**src/sv/rqsc_pkg.sv**
```systemverilog
// Package for the rotary quadrature step counter.
// Holds the decode tables, register indexes, event codes and field widths.
// No dependencies.
package rqsc_pkg;

  // Field widths
  localparam int unsigned PosW     = 16;
  localparam int unsigned RowW     = 3;
  localparam int unsigned CfgIdxW  = 2;
  localparam int unsigned CfgDataW = 16;
  localparam int unsigned InDataW  = 8;
  localparam int unsigned OutDataW = 24;

  // Configuration register indexes
  localparam logic [CfgIdxW-1:0] RegHalfStep = 2'd0;
  localparam logic [CfgIdxW-1:0] RegMinPos   = 2'd1;
  localparam logic [CfgIdxW-1:0] RegMaxPos   = 2'd2;

  // Step event codes; the table mark bits use the same encoding
  localparam logic [1:0] EvNone = 2'd0;
  localparam logic [1:0] EvCw   = 2'd1;
  localparam logic [1:0] EvCcw  = 2'd2;

  localparam logic [RowW-1:0] RowStart = 3'd0;
  localparam logic [RowW-1:0] RowUnused = 3'd7;

  // Table entry: bits [5:4] event mark, bits [2:0] next row
  typedef logic [5:0] tab_entry_t;

  typedef struct packed {
    logic [1:0]      mark;
    logic [RowW-1:0] next_row;
  } step_t;

  // Full-step table, indexed [row][col], col = {pin_b, pin_a}
  localparam tab_entry_t FullTab [8][4] = '{
    '{6'h00, 6'h02, 6'h04, 6'h00},
    '{6'h03, 6'h00, 6'h01, 6'h10},
    '{6'h03, 6'h02, 6'h00, 6'h00},
    '{6'h03, 6'h02, 6'h01, 6'h00},
    '{6'h06, 6'h00, 6'h04, 6'h00},
    '{6'h06, 6'h05, 6'h00, 6'h20},
    '{6'h06, 6'h05, 6'h04, 6'h00},
    '{6'h00, 6'h00, 6'h00, 6'h00}
  };

  // Half-step table, emits at codes 00 and 11
  localparam tab_entry_t HalfTab [8][4] = '{
    '{6'h03, 6'h02, 6'h01, 6'h00},
    '{6'h23, 6'h00, 6'h01, 6'h00},
    '{6'h13, 6'h02, 6'h00, 6'h00},
    '{6'h03, 6'h05, 6'h04, 6'h00},
    '{6'h03, 6'h03, 6'h04, 6'h10},
    '{6'h03, 6'h05, 6'h03, 6'h20},
    '{6'h00, 6'h00, 6'h00, 6'h00},
    '{6'h00, 6'h00, 6'h00, 6'h00}
  };

  // Look up one table step
  function automatic step_t table_step(input logic half, input logic [RowW-1:0] row,
                                       input logic [1:0] col);
    tab_entry_t e;
    step_t      s;
    e = half ? HalfTab[row][col] : FullTab[row][col];
    s.mark     = e[5:4];
    s.next_row = e[2:0];
    return s;
  endfunction

endpackage

```
**src/sv/rotary_quadrature_step_counter_top.sv**
```systemverilog
// Top level of the rotary quadrature step counter.
// Depends on rqsc_pkg for the decode tables, codes and widths.
//
// Usage:
//   The slave stream takes one sample of the encoder pins per beat. Each
//   sample steps a table decoder (seven states in full-step mode, six in
//   half-step mode) that filters contact bounce; a completed clockwise
//   step raises the position counter and a counterclockwise step lowers it,
//   wrapping between the configured minimum and maximum.
//   The master stream gives exactly one beat per sample: the counter after
//   that sample and the step event.
//   The result of an accepted sample is registered and is on the master side
//   in the next cycle. Throughput is one sample per cycle while the receiver
//   takes each beat; the table lookup and the counter add/compare sit between
//   the decoder state and the result register.
//   When the receiver stalls, the result register holds its beat and
//   s_axis_tready drops; a sample is still taken in the cycle the held beat
//   leaves.
//   Reset puts the decoder in its start state, clears the counter and the
//   output valid, and loads the register defaults (full-step, full range).
//   Write configuration only while no beat is in flight.
module rotary_quadrature_step_counter_top (
  input  logic                              clk_i,
  input  logic                              rst_ni,
  // Configuration write port
  input  logic                              cfg_we_i,
  input  logic [rqsc_pkg::CfgIdxW-1:0]      cfg_idx_i,
  input  logic [rqsc_pkg::CfgDataW-1:0]     cfg_wdata_i,
  // Sample stream
  input  logic                              s_axis_tvalid,
  output logic                              s_axis_tready,
  input  logic [rqsc_pkg::InDataW-1:0]      s_axis_tdata,  // [0] pin_a, [1] pin_b, rest zero
  // Result stream
  output logic                              m_axis_tvalid,
  input  logic                              m_axis_tready,
  output logic [rqsc_pkg::OutDataW-1:0]     m_axis_tdata   // [15:0] position, [17:16] step_event
);
  import rqsc_pkg::*;

  // Configuration registers
  logic                   half_step_q;
  logic signed [PosW-1:0] min_pos_q;
  logic signed [PosW-1:0] max_pos_q;

  // Decoder and counter state
  logic [RowW-1:0]        row_q, row_d;
  logic signed [PosW-1:0] count_q, count_d;

  // Result register
  logic                   out_valid_q, out_valid_d;
  logic signed [PosW-1:0] out_pos_q;
  logic [1:0]             out_ev_q;

  logic                   in_fire;
  logic                   pin_a;
  logic                   pin_b;
  step_t                  step;
  logic signed [PosW:0]   count_ext;
  logic signed [PosW:0]   count_step;
  logic signed [PosW:0]   min_ext;
  logic signed [PosW:0]   max_ext;
  logic [1:0]             ev_d;

  assign pin_a = s_axis_tdata[0];
  assign pin_b = s_axis_tdata[1];

  // Take a sample whenever the result register is empty or draining
  assign s_axis_tready = !out_valid_q || m_axis_tready;
  assign in_fire       = s_axis_tvalid && s_axis_tready;

  // Decode the sample against the current row
  assign step = table_step(half_step_q, row_q, {pin_b, pin_a});

  // Step the counter with wraparound at the limits
  assign count_ext = {count_q[PosW-1], count_q};
  assign min_ext   = {min_pos_q[PosW-1], min_pos_q};
  assign max_ext   = {max_pos_q[PosW-1], max_pos_q};

  always_comb begin
    count_step = count_ext;
    ev_d       = EvNone;
    case (step.mark)
      EvCw: begin
        count_step = count_ext + 17'sd1;
        ev_d       = EvCw;
      end
      EvCcw: begin
        count_step = count_ext - 17'sd1;
        ev_d       = EvCcw;
      end
      default: begin
        count_step = count_ext;
        ev_d       = EvNone;
      end
    endcase
  end

  always_comb begin
    row_d   = row_q;
    count_d = count_q;
    if (in_fire) begin
      row_d = step.next_row;
      if (ev_d != EvNone) begin
        if (count_step > max_ext) begin
          count_d = min_pos_q;
        end else if (count_step < min_ext) begin
          count_d = max_pos_q;
        end else begin
          count_d = count_step[PosW-1:0];
        end
      end
    end
  end

  // Hold the result until the receiver takes it
  always_comb begin
    out_valid_d = out_valid_q;
    if (in_fire) begin
      out_valid_d = 1'b1;
    end else if (m_axis_tready) begin
      out_valid_d = 1'b0;
    end
  end

  // Configuration writes
  always_ff @(posedge clk_i or negedge rst_ni) begin
    if (!rst_ni) begin
      half_step_q <= 1'b0;
      min_pos_q   <= 16'sh8000;
      max_pos_q   <= 16'sh7fff;
    end else if (cfg_we_i) begin
      unique case (cfg_idx_i)
        RegHalfStep: half_step_q <= cfg_wdata_i[0];
        RegMinPos:   min_pos_q   <= cfg_wdata_i;
        RegMaxPos:   max_pos_q   <= cfg_wdata_i;
        default: begin
          half_step_q <= half_step_q;
        end
      endcase
    end
  end

  // Decoder state, counter and output valid
  always_ff @(posedge clk_i or negedge rst_ni) begin
    if (!rst_ni) begin
      row_q       <= RowStart;
      count_q     <= '0;
      out_valid_q <= 1'b0;
    end else begin
      row_q       <= row_d;
      count_q     <= count_d;
      out_valid_q <= out_valid_d;
    end
  end

  // Result payload
  always_ff @(posedge clk_i) begin
    if (in_fire) begin
      out_pos_q <= count_d;
      out_ev_q  <= ev_d;
    end
  end

  assign m_axis_tvalid = out_valid_q;
  assign m_axis_tdata  = {6'b0, out_ev_q, out_pos_q};

`ifndef SYNTHESIS
  // The unused row is never reached
  assert property (@(posedge clk_i) disable iff (!rst_ni) row_q != RowUnused)
    else $error("decoder entered unused row");

  // A held result never carries the reserved event code
  assert property (@(posedge clk_i) disable iff (!rst_ni)
                   m_axis_tvalid |-> (out_ev_q == EvNone || out_ev_q == EvCw ||
                                      out_ev_q == EvCcw))
    else $error("reserved step event code on output");

  // A result without a step shows the live counter
  assert property (@(posedge clk_i) disable iff (!rst_ni)
                   (m_axis_tvalid && out_ev_q == EvNone) |-> out_pos_q == count_q)
    else $error("no-step result disagrees with counter");

  // Counter only moves on an accepted sample
  assert property (@(posedge clk_i) disable iff (!rst_ni)
                   !in_fire |=> $stable(count_q))
    else $error("counter changed without a sample");
`endif

endmodule
```
**config.mk**
```make
export PLATFORM = sky130hd
export DESIGN_NAME = rotary_quadrature_step_counter_top
export DESIGN_NICKNAME = d
export VERILOG_FILES = /design/src/sv/rqsc_pkg.sv /design/src/sv/rotary_quadrature_step_counter_top.sv
export SDC_FILE = /design/constraint.sdc
export NUM_CORES = 1
export LEC_CHECK = 0
export ABC_AREA = 1
export BUFFER_PORTS_ARGS = -buffer_cell sky130_fd_sc_hd__buf_4
export CAP_MARGIN = 10
export CORE_MARGIN = 2
export CORE_UTILIZATION = 45
export DETAILED_ROUTE_END_ITERATION = 10
export HOLD_SLACK_MARGIN = 0.03
export PLACE_DENSITY = 0.7
export SETUP_SLACK_MARGIN = 0.05
export SYNTH_ARGS = -nofsm -noshare
export SYNTH_HDL_FRONTEND = slang
export SYNTH_SLANG_ARGS = --single-unit
```
**constraint.sdc**
```tcl
create_clock -name clk_i -period 8.4 [get_ports clk_i]
set_clock_uncertainty 0.1 [all_clocks]
set_input_delay 0.84 -clock clk_i [delete_from_list [all_inputs] [get_ports clk_i]]
set_output_delay 0.84 -clock clk_i [all_outputs]
set_load 0.02 [all_outputs]
```
==> impl_metrics.ini, run 1 <==
[cells_and_area]
utilization_pct = 52.0
antenna_cells = 0
layout-drive-gt1-share_pct = 11.2
syn2layout_area_growth_pct = 13.2
final_nets = 904
layout.cells.non_filler = 968
fin_area_um2 = 6240
fillers = 1193

[route]
antenna_left = 0
wire_per_inst_um = 12.3
num_vias = 4741
drc = 0
viasPerCell = 4.90
drt_wl_total_um = 11900
first_iter_violations = 210
first_pass_iters = 5

[synth]
synth_edf_count = 18
synth-compound-area-share_pct = 11.7
synth-seq-cells = 71
synth.area.top_cells = dfrtp_1 (17%), nand2_1 (16%), ha_1 (13%)
syn_area_per_cell_um2 = 7.07
syn_area_um2 = 5520
synth_top_family_by_area = simple AND/OR/NAND/NOR gates
yosys.area_share.adder_pct = 13.1
synth_flop_cell = dfrtp_1
postSynth.asyncResetShare_pct = 74.6
synth_xor_xnor_area_share_pct = 0.454
netlist.area_leader.share_pct = 16.8
yosysUniqueCellTypes = 41
synth_cells = 780
yosys_warnings = 0
synth-simple-area-share_pct = 27.5
ys_seq_area_share_pct = 34.2
synthMuxAreaShare_pct = 0
yosysTopAreaCell = dfrtp_1

[timing]
slew_headroom_pct = 29.3
fmax_ghz = 0.179
hold_slack_ns = 0.382
setup_viol = 0
hold_viol = 0
drv_slew = 0
fin_ws_ns = 2.83
min_period_ns = 5.57
fin_crit_sh_pct = 66.4
fin_tns_setup_ns = 0
rsz0062_at_grt = no
tightest_slew_ns = 1.06

[worst_setup_path]
cp_top_family = simple AND/OR/NAND/NOR gates
cp.arrival_ns = 5.61
crit_slowest_cell = ha_1
path_class = primary input to flip-flop
cp_max_fo = 17
cp.required_ns = 8.44
crit_path_start_kind = primary input
critPathMaxStageDelay_ns = 0.66
path_common_cell = nand2_1
timing.critical_path.buf_inv = 5
worstSetupEndpointType = flip-flop

[power_and_ir_drop]
vdd_ir_drop_max_v = 0.000123
powerDensity_nw_per_um2 = 333
p_leak_nw = 3.41
power.total_mw = 2.08

[grt]
grt_usage_pct = 19.2
antenna_found_initial = 0
grt_pass1_wl_um = 20000
grt_pass1_vias = 4332
grt-ovfl-total = 0
grt_max_degree = 54

[placed_design]
place_ws_ns = 2.53
place_area_um2 = 5920
io_buffers = 44
globalplace.congestion = 0.901
dp_cells = 952
hpwl_um = 9130

[die]
die_h_um = 115
core.rowCount = 40
core_um2 = 12000
initial_core_util_pct = 45.9
die_x_um = 115
ioPinCount = 57
dieArea_um2 = 13200

[clock_network]
cts_sinks = 71
cts_inserted_buffers = 9
cts_resized = 0
cts_tree = done
cts-root-buf = clkbuf_16
cts_max_level = 3
clockBufferDepth = 2
ctsHoldBuffers = 0
post-cts-setup-buffers = 0
clkLatencyLatePin_ns = 0.33
cts.clk_slew.worst_paths_ns = 0.06

[job]
maxCapViolations = 0

[min_path]
hold_path_class = flip-flop to flip-flop

[run_status]
outcome = finished clean
## metal layers
metal	wire length, um	part of all wire [%]	track usage [%]
met1	6220	52	27.9
met2	5060	42	29.5
met3	485	4.1	2.96
met4	162	1.4	6.18
met5	0	0	0
## state kept, by name (all words and copies together) (netlist names)
name,cells
row_q,3
min_pos_q,16
count_q,16
out_pos_q,16
out_ev_q,2
half_step_q,1
max_pos_q,16
m_axis_tvalid,1
## cells in the final DEF (no fill, tap or decap), types with 18 or more instances in the layout
| cell | count |
|---|---|
| nand3_1 | 66 |
| nand2_1 | 229 |
| edfxtp_1 | 18 |
| ha_1 | 56 |
| dfrtp_1 | 37 |
| a21oi_1 | 40 |
| inv_1 | 152 |
| nor2_1 | 34 |
| buf_4 | 45 |
| o21ai_0 | 42 |
## cell type report
cell class | count | area, um^2 | share of cell area, %
inverters | 154 | 578 | 9.26
clock buffers | 12 | 278 | 4.45
flip-flops and latches | 71 | 1890 | 30.2
clock inverters | 4 | 48.8 | 0.782
multi-input cells | 535 | 2930 | 46.9
well taps | 147 | 184 | 2.95
repair buffers | 45 | 338 | 5.41
## worst reg2reg max path, cell delays in order, from the launching register on
cell and delay, ns:
dfrtp_1 0.45, inv_1 0.14, ha_1 0.25, nand3_1 0.09, nand2_1 0.06, a31oi_1 0.19
ha_1 0.66, ha_1 0.41, or2_2 0.33, nand3_1 0.10, nand2_1 0.10, or2_2 0.28
nand3_1 0.08, and2_1 0.20, inv_1 0.09, ha_1 0.27, nand2_1 0.05, nor2_1 0.16
nand2_1 0.07, nor2_1 0.10, nand2_1 0.07, nand4_1 0.10, nand2_2 0.24, inv_2 0.31
nand3_1 0.12, a21boi_1 0.27
## power breakdown
| group | internal [mW] | switching, mW |
|---|---|---|
| Combinational | 0.411 | 0.738 |
| Clock | 0.263 | 0.142 |
| Sequential | 0.461 | 0.0655 |
## final timing paths
check                                     startpoint                        end  slack (ns)  depth (start not counted)
max                                  s_axis_tdata[1]     out_pos_q[9]$_DFFE_PP_        2.83                         25
max in group asynchronous                     rst_ni  min_pos_q[14]$_DFFE_PN0P_        7.33                          1
min reg2reg                max_pos_q[15]$_DFFE_PN0P_  max_pos_q[15]$_DFFE_PN0P_        0.38                          2
max reg2reg                     row_q[0]$_DFFE_PN0P_     out_pos_q[9]$_DFFE_PP_        2.91                         25
min                        max_pos_q[15]$_DFFE_PN0P_  max_pos_q[15]$_DFFE_PN0P_        0.38                          2
min in group asynchronous                     rst_ni   min_pos_q[3]$_DFFE_PN0P_        0.44                          1
## synth_stat cells, types with 2 or more instances
library cell / count
nand4_1: 3
nand3b_1: 4
clkbuf_1: 13
o31ai_1: 2
buf_4: 7
inv_1: 152
a21boi_1: 16
dfrtp_1: 37
o21ai_0: 42
a31oi_1: 4
buf_2: 3
a21oi_1: 40
nor3_1: 4
dfstp_2: 16
and2_1: 4
nand2_1: 229
a21o_1: 2
or2_2: 4
ha_1: 56
a22oi_1: 2
edfxtp_1: 18
nor2_1: 34
nand3_1: 66
nand2_2: 2
buf_6: 2
nand2_4: 2
nor2_2: 2
## kinds of logic (layout without fill, tap and decap cells)
| logic type | count (synthesis) | in the layout |
|---|---|---|
| AO/OA/AOI/OAI | 114 | 114 |
| other | 1 | 6 |
| flip-flops | 71 | 71 |
| adder cells (fa/ha/maj) | 57 | 57 |
| buffers and inverters | 179 | 215 |
| AND/OR/NAND/NOR | 356 | 356 |
| XOR/XNOR | 2 | 2 |
Note: power is estimated with default switching activity, not from simulation.
==> inputs of run 2 (changes only) <==
Settings changed: ABC_AREA 1 to 0.
Clock period 8.4 ns to 5.2 ns, I/O delays scaled along.
==> run 2 against run 1 <==
The flow now finishes with violations (negative setup slack). Clock-buffer cell count grew 2. First-iteration DRC count up 81%. Combinational power grew 130%. Global-route usage increased by 4.0 points. Via count fell by 0.51%. Clock power rose by 61%. Sequential share of layout area shrank 3.5 points. Synthesized cell count decreased by 32%. Power grew 98%. Area after synthesis down 8.1%. Register-to-register slack worse by 3.0 ns.
==> impl_metrics.ini, run 2 <==
[run_status]
outcome = finished with violations
violations = negative setup slack

[cells_and_area]
final_nets = 734
utilization_pct = 64.6
antenna_cells = 0
layout-drive-gt1-share_pct = 41.2
final_cell_mix = buf_4 (110), inv_1 (44), ha_1 (44)
syn2layout_area_growth_pct = 39.3
mostFrequentLayoutCell = buf_4

[grt]
grt_pass1_wl_um = 21700
grt_pass1_vias = 4416
grt_usage_pct = 23.3
grt_max_degree = 54
antenna_found_initial = 0
grt-ovfl-total = 0

[worst_setup_path]
path_class = flip-flop to flip-flop
cp_max_fo = 5
worstSetupEndpointType = flip-flop
cp.required_ns = 5.20
crit_slowest_cell = dfrtp_1
crit_path_start_kind = flip-flop
cp.arrival_ns = 5.33
path_common_cell = buf_4
critPathMaxStageDelay_ns = 0.41

[synth]
yosysTopAreaCell = dfrtp_1
ys_seq_area_share_pct = 37.2
netlist.area_leader.share_pct = 18.3
synth_cells = 530
synth.area.top_cells = dfrtp_1 (18%), ha_1 (14%), edfxtp_1 (11%)
synth_edf_count = 18
postSynth.asyncResetShare_pct = 74.6
syn_area_um2 = 5070
yosysMostFrequentCell = ha_1
yosysUniqueCellTypes = 70
synth_flop_cell = dfrtp_1
yosys-top-cells-count = ha_1 (56), nand2_1 (48), inv_1 (47)
syn_area_per_cell_um2 = 9.56
yosys_warnings = 0
synth-seq-cells = 71

[timing]
tightest_slew_ns = 1.11
fin_tns_setup_ns = -1.13
setup_viol = 19
rsz0062_at_grt = yes
fin_ws_ns = -0.123
min_period_ns = 5.32
hold_viol = 0
slew_headroom_pct = 25.6
fin_crit_sh_pct = 102
fmax_ghz = 0.188
drv_slew = 0

[power_and_ir_drop]
vdd_ir_drop_max_v = 0.000277
switchingPower_mw = 1.70
p_sw_share_pct = 41.1
clockPowerShare_pct = 15.9
powerDensity_nw_per_um2 = 584
p_leak_nw = 3.19
seqPwrFrac_pct = 21.3
pwr-share-comb_pct = 62.9
p_int_mw = 2.43

[die]
core_um2 = 10900
die_x_um = 110
initial_core_util_pct = 46.3
die_h_um = 110
core.rowCount = 38
ioPinCount = 57
dieArea_um2 = 12100

[job]
maxCapViolations = 0

[clock_network]
cts_inserted_buffers = 9
cts_tree = done
cts_sinks = 71
cts.clk_slew.worst_paths_ns = 0.06
clkLatencyLatePin_ns = 0.34
cts-root-buf = clkbuf_16
cts_max_level = 3
ctsHoldBuffers = 0
clockBufferDepth = 2

[placed_design]
place_ws_ns = -0.423
hpwl_um = 9360
globalplace.congestion = 0.916
io_buffers = 44

[route]
viasPerCell = 5.96
drt_wl_total_um = 14900
first_pass_iters = 5
wire_per_inst_um = 18.8
drc = 0
first_iter_violations = 380
num_vias = 4717
antenna_left = 0

[min_path]
hold_path_class = primary input to async pin
[run 2: cell types whose count changed after synthesis, sizes merged, moves of 15 or more]
cell,change
a21boi,-15
o21ai,-19
nand3,-49
mux2,+34
inv,-106
nand2,-185
[run 2: metal layers]
metal / wire length (um) / vias to the layer above / track usage (%)
li1: - / 2170 / -
met1: 6140 / 2265 / 31.4
met2: 7150 / 226 / 36.6
met3: 1050 / 56 / 4.00
met4: 540 / 0 / 10.4
met5: 0 / - / 0
[run 2: layout make-up]
cell class,instances,area (um^2)
inverter,48,180
timing repair buffer,124,1060
clock inverter,2,35.0
multi-input combinational,392,3440
tap,140,175
clock buffer,14,285
sequential,71,1890
fill,794,3870
[run 2: worst max-delay path, delay by kind of cell, from the launching register on]
| kind | cells | cell delay [ns] |
|---|---|---|
| adder cells (fa/ha/maj) | 4 | 1.05 |
| flip-flops | 1 | 0.41 |
| multiplexers | 1 | 0.31 |
| buffers and inverters | 7 | 0.87 |
| AND/OR/NAND/NOR | 5 | 0.63 |
| AO/OA/AOI/OAI | 8 | 1.68 |
[run 2: cell families after synthesis]
group           share of synthesized area [%]
simple gates                             13.0
buf+inv                                  5.85
other cells                            0.0740
xor+xnor                                 1.04
flops                                    37.2
fa+ha+maj                                14.2
mux                                      8.74
compound gates                           19.8
[run 2: power by group through the flow]
stage | registers [mW] | logic [mW] | clock network [mW]
floorplan | 0.870 | 1.13 | 0
global route | 0.891 | 2.77 | 0.687
detailed placement | 0.868 | 1.75 | 0
finish | 0.877 | 2.59 | 0.655
CTS | 0.861 | 2.19 | 0.660
global placement | 0.863 | 1.69 | 0
[run 2: what timing repair did]
action                                  4_1_cts  5_1_grt
setup buffers                                11       13
gates resized for setup                      43       51
gates cloned                                  3        1
endpoints found under the setup margin       32       32
pin swaps                                    21       32
[run 2: metrics by stage]
| step | hold WS [ns] | cells | instance area (um^2) | power, mW |
|---|---|---|---|---|
| 2_1_floorplan | 0.124 | 535 | 5120 | 1.99 |
| 3_3_place_gp | 0.394 | 748 | 5950 | 2.55 |
| 3_5_place_dp | 0.406 | 748 | 5950 | 2.62 |
| 4_1_cts | 0.129 | 778 | 6650 | 3.71 |
| 5_1_grt | 0.172 | 791 | 7060 | 4.34 |
| 6_report | 0.118 | 791 | 7060 | 4.13 |
[run 2: path summary, 6_finish.rpt]
| path | end | cells after the start | slack [ns] | startpoint |
|---|---|---|---|---|
| max | out_pos_q[11]$_DFFE_PP_ | 25 | -0.12 | row_q[1]$_DFFE_PN0P_ |
| min reg2reg | min_pos_q[13]$_DFFE_PN0P_ | 1 | 0.43 | min_pos_q[13]$_DFFE_PN0P_ |
| max in group asynchronous | min_pos_q[2]$_DFFE_PN0P_ | 1 | 4.44 | rst_ni |
| min in group clk_i | m_axis_tvalid$_DFFE_PN0P_ | 2 | 0.28 | s_axis_tvalid |
| min | count_q[13]$_DFF_PN0_ | 1 | 0.12 | rst_ni |
| max reg2reg | out_pos_q[11]$_DFFE_PP_ | 25 | -0.12 | row_q[1]$_DFFE_PN0P_ |
==> inputs of run 3 (changes only) <==
Settings changed: ABC_AREA 0 to 1.
==> run 3 against run 2 <==
The flow now finishes without violations. Routed wire length down 19%. Final cell count up 24%. Setup slack better by 0.57 ns. Critical path type unchanged. Final area down 9.3%. Non-clock buffer count down 66.
==> impl_metrics.ini, run 3 (synthesis results as in run 1) <==
[timing]
setup_viol = 0
fmax_ghz = 0.210
slew_headroom_pct = 31.4
fin_tns_setup_ns = 0
hold_viol = 0
drv_slew = 0
tightest_slew_ns = 1.03
fin_ws_ns = 0.449
fin_crit_sh_pct = 91.4
min_period_ns = 4.75
rsz0062_at_grt = no

[route]
drc = 0
viasPerCell = 4.88
num_vias = 4786
first_iter_violations = 274
drt_wl_total_um = 12100
first_pass_iters = 5
wire_per_inst_um = 12.3
antenna_left = 0

[cells_and_area]
syn2layout_area_growth_pct = 16.1
antenna_cells = 0
final_cell_mix = nand2_1 (229), inv_1 (151), nand3_1 (66)
fillers = 1191
layout-drive-gt1-share_pct = 13.7
utilization_pct = 53.3
final_nets = 917
fin_area_um2 = 6400
mostFrequentLayoutCell = nand2_1

[clock_network]
cts-root-buf = clkbuf_16
cts_sinks = 71
clkLatencyLatePin_ns = 0.33
cts_inserted_buffers = 9
cts_tree = done
cts.clk_slew.worst_paths_ns = 0.05
ctsHoldBuffers = 0
clockBufferDepth = 2
cts_max_level = 3

[die]
die_x_um = 115
dieArea_um2 = 13200
initial_core_util_pct = 45.9
core_um2 = 12000
core.rowCount = 40
die_h_um = 115
ioPinCount = 57

[power_and_ir_drop]
p_int_mw = 1.91
pwr-share-comb_pct = 58.0
switchingPower_mw = 1.56
p_sw_share_pct = 45.0
powerDensity_nw_per_um2 = 543
clockPowerShare_pct = 17.7
vdd_ir_drop_max_v = 0.000221
seqPwrFrac_pct = 24.4
power.total_mw = 3.48
p_leak_nw = 3.49

[placed_design]
globalplace.congestion = 0.887
io_buffers = 44
place_ws_ns = 0.194
place_area_um2 = 6010
hpwl_um = 9200

[run_status]
outcome = finished clean

[worst_setup_path]
cp_top_family = simple AND/OR/NAND/NOR gates
cp.required_ns = 5.24
cp.arrival_ns = 4.79
timing.critical_path.buf_inv = 5
worstSetupEndpointType = flip-flop
path_class = flip-flop to flip-flop
cp_max_fo = 17
crit_path_start_kind = flip-flop
path_common_cell = nand2_1
crit_slowest_cell = dfrtp_1
critPathMaxStageDelay_ns = 0.43

[job]
maxCapViolations = 0

[grt]
grt-ovfl-total = 0
grt_pass1_vias = 4324
grt_usage_pct = 19.5
antenna_found_initial = 0
grt_pass1_wl_um = 20500
grt_max_degree = 54

[min_path]
hold_path_class = primary input to async pin
==> run 3: cell count changes in the layout (fill, tap and decap cells not counted), moves of 11 or more <==
| cell | before | now |
|---|---|---|
| ha_1 | 44 | 55 |
| o21ai_0 | 20 | 42 |
| buf_4 | 110 | 55 |
| nand3_1 | 14 | 66 |
| a21boi_1 | 0 | 11 |
| a21oi_1 | 24 | 40 |
| ha_4 | 11 | 0 |
| mux2_2 | 34 | 0 |
| o211ai_1 | 14 | 0 |
| inv_1 | 44 | 151 |
| nand2_1 | 43 | 229 |
==> run 3: metal layers <==
layer / GRT usage [%] / wire, um
met2: 29.2 / 5110
met1: 28.7 / 6080
met4: 7.55 / 231
met3: 2.38 / 628
met5: 0 / 0
==> run 3: metrics by stage <==
| step | cells | hold WS (ns) |
|---|---|---|
| 6_report | 981 | 0.117 |
| 5_1_grt | 981 | 0.179 |
| 4_1_cts | 977 | 0.141 |
| 3_5_place_dp | 961 | 0.373 |
| 3_3_place_gp | 961 | 0.366 |
| 2_1_floorplan | 785 | 0.124 |
==> run 3: power groups by stage <==
stage          sequential [mW]  clock (mW)  combinational [mW]
2_1_floorplan            0.859           0                1.45
3_3_place_gp             0.848           0                1.88
3_5_place_dp             0.851           0                1.90
4_1_cts                  0.844       0.625                1.92
5_1_grt                  0.865       0.649                2.32
6_report                 0.847       0.614                2.02
==> run 3: final timing paths <==
path | from | end | slack, ns | cells past startpoint
max | row_q[1]$_DFFE_PN0P_ | out_pos_q[12]$_DFFE_PP_ | 0.45 | 27
min | rst_ni | min_pos_q[3]$_DFFE_PN0P_ | 0.12 | 1
max reg2reg | row_q[1]$_DFFE_PN0P_ | out_pos_q[12]$_DFFE_PP_ | 0.45 | 27
min reg2reg | max_pos_q[15]$_DFFE_PN0P_ | max_pos_q[15]$_DFFE_PN0P_ | 0.39 | 2
max in group asynchronous | rst_ni | row_q[0]$_DFFE_PN0P_ | 4.40 | 1
min in group clk_i | cfg_wdata_i[8] | max_pos_q[8]$_DFFE_PN1P_ | 0.33 | 3
==> run 3: cell type report <==
class / instances / area [um^2] / share of cell area [%]
multi-input cells: 535 / 2970 / 46.4
flip-flops and latches: 71 / 1890 / 29.5
inverters: 154 / 581 / 9.07
repair buffers: 58 / 473 / 7.39
clock buffers: 14 / 295 / 4.61
well taps: 147 / 184 / 2.87
clock inverters: 2 / 10.0 / 0.156
==> run 3: repair_timing <==
action                     CTS  global route
setup endpoints to repair    0            32
hold endpoints to repair     0             0
buffers inserted             0             4
resized for setup            0            13
